===== src/hdl/lsfs_pkg.sv =====
// ----------------------------------------------------------------------------
// lsfs_pkg
// Types and constants shared by the LED string frame serializer.
// ----------------------------------------------------------------------------
package lsfs_pkg;

    localparam int ADDR_BITS      = 6;
    localparam int BRIGHT_BITS    = 8;
    localparam int COLOUR_BITS    = 12;
    localparam int FRAME_BITS     = ADDR_BITS + BRIGHT_BITS + COLOUR_BITS;
    localparam int BIT_CNT_W      = $clog2(FRAME_BITS);
    localparam int SEGS_PER_FRAME = 1 + 2 * FRAME_BITS + 1;
    localparam int SEG_CNT_W      = $clog2(SEGS_PER_FRAME);

    localparam int LINE_W  = 2;
    localparam int REG_W   = 8;
    localparam int DUR_W   = REG_W + 1;
    localparam int CFG_IDX_W = 3;

    typedef enum logic [CFG_IDX_W-1:0] {
        REG_START_HIGH = 3'd0,
        REG_ONE_LOW    = 3'd1,
        REG_ONE_HIGH   = 3'd2,
        REG_ZERO_LOW   = 3'd3,
        REG_ZERO_HIGH  = 3'd4,
        REG_ADDR_GAP   = 3'd5,
        REG_END_LOW    = 3'd6
    } cfg_idx_t;

    localparam logic [REG_W-1:0] RST_START_HIGH = 8'd10;
    localparam logic [REG_W-1:0] RST_ONE_LOW    = 8'd16;
    localparam logic [REG_W-1:0] RST_ONE_HIGH   = 8'd8;
    localparam logic [REG_W-1:0] RST_ZERO_LOW   = 8'd6;
    localparam logic [REG_W-1:0] RST_ZERO_HIGH  = 8'd18;
    localparam logic [REG_W-1:0] RST_ADDR_GAP   = 8'd6;
    localparam logic [REG_W-1:0] RST_END_LOW    = 8'd40;

    typedef struct packed {
        logic [REG_W-1:0] start_high_us;
        logic [REG_W-1:0] one_low_us;
        logic [REG_W-1:0] one_high_us;
        logic [REG_W-1:0] zero_low_us;
        logic [REG_W-1:0] zero_high_us;
        logic [REG_W-1:0] address_gap_us;
        logic [REG_W-1:0] end_low_us;
    } cfg_regs_t;

    typedef enum logic [2:0] {
        ST_IDLE,
        ST_START,
        ST_LOW,
        ST_HIGH,
        ST_END
    } seq_state_t;

    typedef enum logic [1:0] {
        SEG_START,
        SEG_LOW,
        SEG_HIGH,
        SEG_END
    } seg_kind_t;

    typedef struct packed {
        logic [LINE_W-1:0] line;
        seg_kind_t         kind;
        logic              bit_one;
        logic              add_gap;
        logic              level;
        logic              last;
    } seg_req_t;

endpackage


===== src/hdl/led_string_frame_serializer.sv =====
// ----------------------------------------------------------------------------
// led_string_frame_serializer
// Turns one bulb command into 54 pin-level segments: start pulse, 26 bits of
// low and high phases (address, intensity, colour, MSB first), end gap.
// ----------------------------------------------------------------------------
//  channel  | handshake                  | payload
//  ---------+----------------------------+--------------------------------------
//  in       | in_valid / in_ready        | line_select bulb_address brightness
//           |                            | colour_value
//  out      | out_valid / out_ready      | line_index pin_level duration_us
//           |                            | last_segment
//  cfg      | cfg_write                  | cfg_index cfg_data
//
//  With no back-pressure a request is accepted, then one
//  segment per cycle goes from the sequencer through the shared duration unit.
//  A request whose line is out of range is dropped in its accept cycle.
//  Reset restores the timing registers to their defaults and empties the output.
//  A stalled output holds its segment; the sequencer waits for the slot.
// ----------------------------------------------------------------------------
module led_string_frame_serializer #(
    parameter int NUM_LINES = 3
) (
    input  logic                               clk,
    input  logic                               rst_n,
    input  logic                               in_valid,
    output logic                               in_ready,
    input  logic [lsfs_pkg::LINE_W-1:0]        line_select,
    input  logic [lsfs_pkg::ADDR_BITS-1:0]     bulb_address,
    input  logic [lsfs_pkg::BRIGHT_BITS-1:0]   brightness,
    input  logic [lsfs_pkg::COLOUR_BITS-1:0]   colour_value,
    output logic                               out_valid,
    input  logic                               out_ready,
    output logic [lsfs_pkg::LINE_W-1:0]        line_index,
    output logic                               pin_level,
    output logic [lsfs_pkg::DUR_W-1:0]         duration_us,
    output logic                               last_segment,
    input  logic                               cfg_write,
    input  logic [lsfs_pkg::CFG_IDX_W-1:0]     cfg_index,
    input  logic [lsfs_pkg::REG_W-1:0]         cfg_data
);
    import lsfs_pkg::*;

    cfg_regs_t          cfg_reg, cfg_next;
    seg_req_t           seg;
    logic               seg_load;
    logic               slot_free;
    logic               line_ok;
    logic [DUR_W-1:0]   duration;

    logic               out_valid_reg, out_valid_next;
    logic [LINE_W-1:0]  line_index_reg;
    logic               pin_level_reg;
    logic [DUR_W-1:0]   duration_reg;
    logic               last_reg;

    assign line_ok   = (32'(line_select) < NUM_LINES);
    assign slot_free = !out_valid_reg || out_ready;

    always_comb
    begin
        cfg_next = cfg_reg;
        if (cfg_write)
        begin
            case (cfg_idx_t'(cfg_index))
                REG_START_HIGH: cfg_next.start_high_us  = cfg_data;
                REG_ONE_LOW:    cfg_next.one_low_us     = cfg_data;
                REG_ONE_HIGH:   cfg_next.one_high_us    = cfg_data;
                REG_ZERO_LOW:   cfg_next.zero_low_us    = cfg_data;
                REG_ZERO_HIGH:  cfg_next.zero_high_us   = cfg_data;
                REG_ADDR_GAP:   cfg_next.address_gap_us = cfg_data;
                REG_END_LOW:    cfg_next.end_low_us     = cfg_data;
                default:        cfg_next = cfg_reg;
            endcase
        end
    end

    always_ff @(posedge clk or negedge rst_n)
    begin
        if (!rst_n)
        begin
            cfg_reg.start_high_us  <= RST_START_HIGH;
            cfg_reg.one_low_us     <= RST_ONE_LOW;
            cfg_reg.one_high_us    <= RST_ONE_HIGH;
            cfg_reg.zero_low_us    <= RST_ZERO_LOW;
            cfg_reg.zero_high_us   <= RST_ZERO_HIGH;
            cfg_reg.address_gap_us <= RST_ADDR_GAP;
            cfg_reg.end_low_us     <= RST_END_LOW;
        end
        else
        begin
            cfg_reg <= cfg_next;
        end
    end

    lsfs_seq u_seq (
        .clk         (clk),
        .rst_n       (rst_n),
        .in_valid    (in_valid),
        .in_ready    (in_ready),
        .line_ok     (line_ok),
        .line_select (line_select),
        .frame       ({bulb_address, brightness, colour_value}),
        .slot_free   (slot_free),
        .seg_load    (seg_load),
        .seg         (seg)
    );

    lsfs_dur u_dur (
        .seg      (seg),
        .cfg      (cfg_reg),
        .duration (duration)
    );

    // hold the segment until the request is taken
    always_comb
    begin
        out_valid_next = out_valid_reg;
        if (seg_load)
            out_valid_next = 1'b1;
        else if (out_ready)
            out_valid_next = 1'b0;
    end

    always_ff @(posedge clk or negedge rst_n)
    begin
        if (!rst_n)
            out_valid_reg <= 1'b0;
        else
            out_valid_reg <= out_valid_next;
    end

    always_ff @(posedge clk)
    begin
        if (seg_load)
        begin
            line_index_reg <= seg.line;
            pin_level_reg  <= seg.level;
            duration_reg   <= duration;
            last_reg       <= seg.last;
        end
    end

    assign out_valid    = out_valid_reg;
    assign line_index   = line_index_reg;
    assign pin_level    = pin_level_reg;
    assign duration_us  = duration_reg;
    assign last_segment = last_reg;

endmodule


===== src/hdl/lsfs_dur.sv =====
// ----------------------------------------------------------------------------
// lsfs_dur
// Shared duration unit: selects the configured time for a segment and adds
// the address gap where requested.
// ----------------------------------------------------------------------------
module lsfs_dur (
    input  lsfs_pkg::seg_req_t            seg,
    input  lsfs_pkg::cfg_regs_t           cfg,
    output logic [lsfs_pkg::DUR_W-1:0]    duration
);
    import lsfs_pkg::*;

    logic [REG_W-1:0] base;
    logic [REG_W-1:0] gap;

    always_comb
    begin
        case (seg.kind)
            SEG_START: base = cfg.start_high_us;
            SEG_LOW:   base = seg.bit_one ? cfg.one_low_us : cfg.zero_low_us;
            SEG_HIGH:  base = seg.bit_one ? cfg.one_high_us : cfg.zero_high_us;
            SEG_END:   base = cfg.end_low_us;
            default:   base = '0;
        endcase
    end

    assign gap      = seg.add_gap ? cfg.address_gap_us : '0;
    assign duration = {1'b0, base} + {1'b0, gap};

endmodule


===== src/hdl/lsfs_seq.sv =====
// ----------------------------------------------------------------------------
// lsfs_seq
// Frame sequencer: holds the frame, walks start, bit phases and end gap,
// one segment request per free output slot.
// ----------------------------------------------------------------------------
module lsfs_seq (
    input  logic                              clk,
    input  logic                              rst_n,
    input  logic                              in_valid,
    output logic                              in_ready,
    input  logic                              line_ok,
    input  logic [lsfs_pkg::LINE_W-1:0]       line_select,
    input  logic [lsfs_pkg::FRAME_BITS-1:0]   frame,
    input  logic                              slot_free,
    output logic                              seg_load,
    output lsfs_pkg::seg_req_t                seg
);
    import lsfs_pkg::*;

    seq_state_t             state_reg, state_next;
    logic [BIT_CNT_W-1:0]   bit_cnt_reg, bit_cnt_next;
    logic [FRAME_BITS-1:0]  frame_reg, frame_next;
    logic [LINE_W-1:0]      line_reg, line_next;
    logic                   last_bit;

    assign last_bit = (bit_cnt_reg == BIT_CNT_W'(FRAME_BITS - 1));

    always_ff @(posedge clk or negedge rst_n)
    begin
        if (!rst_n)
        begin
            state_reg   <= ST_IDLE;
            bit_cnt_reg <= '0;
        end
        else
        begin
            state_reg   <= state_next;
            bit_cnt_reg <= bit_cnt_next;
        end
    end

    always_ff @(posedge clk)
    begin
        frame_reg <= frame_next;
        line_reg  <= line_next;
    end

    always_comb
    begin
        state_next = state_reg;
        case (state_reg)
            ST_IDLE:
            begin
                if (in_valid && line_ok)
                    state_next = ST_START;
            end
            ST_START:
            begin
                if (slot_free)
                    state_next = ST_LOW;
            end
            ST_LOW:
            begin
                if (slot_free)
                    state_next = ST_HIGH;
            end
            ST_HIGH:
            begin
                if (slot_free)
                    state_next = last_bit ? ST_END : ST_LOW;
            end
            ST_END:
            begin
                if (slot_free)
                    state_next = ST_IDLE;
            end
            default: state_next = ST_IDLE;
        endcase
    end

    always_comb
    begin
        in_ready    = (state_reg == ST_IDLE);
        seg_load    = (state_reg != ST_IDLE) && slot_free;
        seg.line    = line_reg;
        seg.bit_one = frame_reg[FRAME_BITS-1];
        seg.add_gap = 1'b0;
        seg.level   = 1'b0;
        seg.last    = 1'b0;
        case (state_reg)
            ST_START:
            begin
                seg.kind  = SEG_START;
                seg.level = 1'b1;
            end
            ST_LOW:
            begin
                seg.kind    = SEG_LOW;
                seg.add_gap = (bit_cnt_reg == BIT_CNT_W'(ADDR_BITS));
            end
            ST_HIGH:
            begin
                seg.kind  = SEG_HIGH;
                seg.level = 1'b1;
            end
            ST_END:
            begin
                seg.kind = SEG_END;
                seg.last = 1'b1;
            end
            default: seg.kind = SEG_START;
        endcase
    end

    always_comb
    begin
        frame_next   = frame_reg;
        line_next    = line_reg;
        bit_cnt_next = bit_cnt_reg;
        if (in_valid && in_ready)
        begin
            frame_next   = frame;
            line_next    = line_select;
            bit_cnt_next = '0;
        end
        else if ((state_reg == ST_HIGH) && slot_free)
        begin
            frame_next   = {frame_reg[FRAME_BITS-2:0], 1'b0};
            bit_cnt_next = bit_cnt_reg + 1'b1;
        end
    end

endmodule


===== config.mk =====
export PLATFORM = sky130hd
export DESIGN_NAME = led_string_frame_serializer
export DESIGN_NICKNAME = d
export VERILOG_FILES = /design/src/hdl/lsfs_pkg.sv /design/src/hdl/led_string_frame_serializer.sv /design/src/hdl/lsfs_dur.sv /design/src/hdl/lsfs_seq.sv
export SDC_FILE = /design/constraint.sdc
export NUM_CORES = 1
export LEC_CHECK = 0
export BUFFER_PORTS_ARGS = -buffer_cell sky130_fd_sc_hd__buf_2
export CAP_MARGIN = 20
export CELL_PAD_IN_SITES_DETAIL_PLACEMENT = 0
export CELL_PAD_IN_SITES_GLOBAL_PLACEMENT = 1
export CORE_MARGIN = 4
export CORE_UTILIZATION = 25
export CTS_CLUSTER_SIZE = 25
export DETAILED_ROUTE_END_ITERATION = 12
export PLACE_DENSITY = 0.58
export SKIP_LAST_GASP = 1
export SYNTH_ARGS = -nofsm -noshare
export SYNTH_HDL_FRONTEND = slang
export SYNTH_HIERARCHICAL = 1
export SYNTH_SLANG_ARGS = --single-unit

===== constraint.sdc =====
create_clock -name clk -period 9.05 [get_ports clk]
set_input_delay 0.905 -clock clk [delete_from_list [all_inputs] [get_ports clk]]
set_output_delay 0.905 -clock clk [all_outputs]
set_load 0.01 [all_outputs]

==> flow_metrics.py <==
metrics = {
    "run_status": {
        "status": "finished, final reports clean",
    },
    "synthesis": {
        "syn_area_per_cell_um2": 12.9,
        "async_flop_share_pct": 61.3,
        "yosysUniqueCellTypes": 49,
        "syn_nets": 454,
        "ys_warn_count": 6,
        "syn_inst": 398,
        "yosysTopAreaCell": "dfrtp_1",
        "synth_ff_type": "dfrtp_1",
        "ys_top_cells_by_area": "dfrtp_1 (26%), edfxtp_1 (24%), mux2_2 (14%), dfstp_2 (6.2%), nand2_1 (6.1%)",
        "synth_seq_cells": 106,
        "netlist_area_um2": 5120,
        "yosysSeqAreaShare_pct": 56.1,
        "synth_enable_flop_cells": 41,
        "synth_top_area_share_pct": 25.9,
    },
    "clock_tree": {
        "clock_latency_ns": 0.35,
        "htreeDepth": 3,
        "cts_tree": "yes",
        "cts_buffer_depth": 2,
        "cts_setup_buffers": 0,
        "cts_hold_buf": 0,
        "cts.sinks": 106,
        "cts-root-buf": "clkbuf_16",
        "cts_buffers": 9,
        "ctsResizeCount": 0,
        "cts.clk_slew.worst_paths_ns": 0.07,
    },
    "finish": {
        "antenna_cells": 0,
        "syn_to_final_growth_pct": 17.4,
        "final_area_um2": 6010,
        "drive_gt1_share_pct": 38.0,
        "largest_register_ffs": 56,
        "layout.nets": 511,
    },
    "job": {
        "maxCapViolations": 0,
    },
    "placement": {
        "place.gp.congestion": 0.751,
        "post-dp-hpwl_um": 7700,
        "placed_area_um2": 5640,
        "portBuffers": 58,
    },
    "setup_path": {
        "path_max_fanout": 17,
        "r2r_cells": 7,
        "cp_data_arrival_time_ns": 3.32,
        "timing.rr.end": "duration_us[7]",
        "crit_required_ns": 9.14,
        "crit_path_start_kind": "register",
        "r2r_slack_ns": 5.83,
        "path_class": "reg2reg",
        "end_kind": "register",
        "timing.rr.start": "u_seq/frame_reg[25]",
    },
    "floorplan": {
        "io_pins": 59,
        "dieArea_um2": 22800,
        "design.core.area_um2": 20200,
        "die_y_um": 151,
        "die_x_um": 151,
        "rows": 52,
        "start_util_pct": 25.4,
    },
    "global_route": {
        "antenna_found_initial": 1,
        "grt_first_pass_wirelength_um": 17800,
        "grt_max_degree": 66,
        "grt_overflow_total": 0,
        "grt_pass1_vias": 3294,
        "grt_usage_pct": 10.0,
    },
    "drt": {
        "wire_per_inst_um": 15.0,
        "drtPass1Iterations": 4,
        "route.antenna.remaining_nets": 0,
        "via_count": 3155,
        "viasPerCell": 4.32,
        "drtIter0Drc": 209,
        "drt_wl_total_um": 11000,
        "drc": 0,
    },
    "pwr": {
        "switching_share_pct": 28.5,
        "vdd_ir_drop_max_v": 0.000109,
        "power.internal_mw": 1.14,
        "p_per_area_nw_per_um2": 264,
        "power.share.clock_pct": 28.0,
        "power_switching_mw": 0.453,
        "pwr-share-comb_pct": 27.0,
        "p_leak_nw": 2.54,
        "seq_power_share_pct": 45.0,
    },
    "sta": {
        "finalCriticalPeriod_ns": 3.22,
        "hold_violations": 0,
        "final.setup.tns_ns": 0,
        "slew_headroom_pct": 40.0,
        "worst_pin_slew_ns": 0.900,
        "slew_violations": 0,
        "period_share_pct": 35.6,
        "skew_ns": 0.00980,
        "holdWs_ns": 0.423,
        "max_freq_mhz": 310,
        "final-setup-viol-count": 0,
        "rsz0062_at_grt": "false",
    },
    "hold_path": {
        "min_to": "line_index[1]",
        "whs_path_depth": 0,
        "hp-start": "u_seq/line_reg[1]",
        "worstHoldPathType": "reg2reg",
    },
}
how the worst max path moves through the flow:
stage                   startpoint              to  slack (ns)  cells after the start
4_1_cts        u_seq/frame_reg[25]  duration_us[7]        5.81                      7
3_3_place_gp   u_seq/frame_reg[25]  duration_us[8]        5.86                      7
2_1_floorplan   u_seq/state_reg[2]  duration_us[5]        6.14                      9
3_5_place_dp   u_seq/frame_reg[25]  duration_us[8]        5.85                      7
5_1_grt         u_seq/state_reg[0]  duration_us[5]        5.60                     13
6_report       u_seq/frame_reg[25]  duration_us[7]        5.83                      7
cell families (layout without fill, tap and decap cells):
| kind of cell | after synthesis | count (layout) | synth area share (%) |
|---|---|---|---|
| flip-flops | 106 | 106 | 56.1 |
| AND/OR/NAND/NOR | 136 | 136 | 13.0 |
| XOR/XNOR | 6 | 6 | 1.03 |
| AO/OA/AOI/OAI | 30 | 30 | 3.89 |
| buffers and inverters | 31 | 93 | 3.86 |
| multiplexers | 77 | 77 | 19.0 |
| adder cells (fa/ha/maj) | 12 | 12 | 3.08 |
area by class of cell:
type,count,area (µm²)
fill,2072,14200
sequential,106,2870
multi-input combinational,261,2050
timing repair buffer,67,378
tap,270,338
clock buffer,10,229
clock inverter,6,105
inverter,10,38.8
routing by layer:
layer	vias up	global-route usage [%]	share of wire [%]	routed length, µm
met2	40	16.0	47	5140
met4	2	4.35	1.9	206
met5	-	0	0.12	13
li1	1529	-	-	-
met1	1571	13.4	48	5230
met3	13	1.77	3.5	384
power by group through the flow:
stage	Combinational, mW	Sequential, mW	Clock, mW
2_1_floorplan	0.312	0.707	0
3_3_place_gp	0.412	0.726	0
3_5_place_dp	0.423	0.729	0
4_1_cts	0.427	0.720	0.461
5_1_grt	0.478	0.731	0.476
6_report	0.429	0.715	0.445
cells in the mapped netlist, drive strengths merged (3+ instances only):
cell and n:
nor3 3, buf 21, nand2 83, inv 9, mux4 7, xnor2 4, nand4b 4, dfrtp 53
ha 11, and2 9, nand3 9, a21oi 10, mux2 70, edfxtp 41, nand2b 5, nor2 8
o21ai 5, nor4bb 3, dfstp 12
placed cells by master, fill, tap and decap left out, types with 7 or more instances in the layout:
cell type  instances
mux2_4             7
nand2_1           83
dfstp_2           12
mux2_2            63
dfrtp_1           53
nor2_1             8
edfxtp_1          41
nand3_1            9
buf_4              8
and2_1             9
a21oi_1           10
buf_2             58
inv_1              9
mux4_2             7
ha_1              11
clkbuf_16          9
metrics by stage:
stage                     util, %  cells  setup slack (ns)  total power, mW
final                        29.8    730              5.83             1.59
after global routing         29.8    730              5.60             1.69
after CTS                    29.6    728              5.81             1.61
after detailed placement     28.0    712              5.85             1.15
after global placement       28.0    712              5.86             1.14
after floorplan                 -    398              6.14             1.02
critical path, cell delays in order, from the launching register on:
cell and delay, ns:
edfxtp_1 0.94, mux2_2 0.41, mux4_2 0.45, ha_1 0.39
a21o_1 0.21, a21oi_1 0.25, o221a_2 0.24, o211ai_1 0.08
Power figures use the tool's default switching activity.
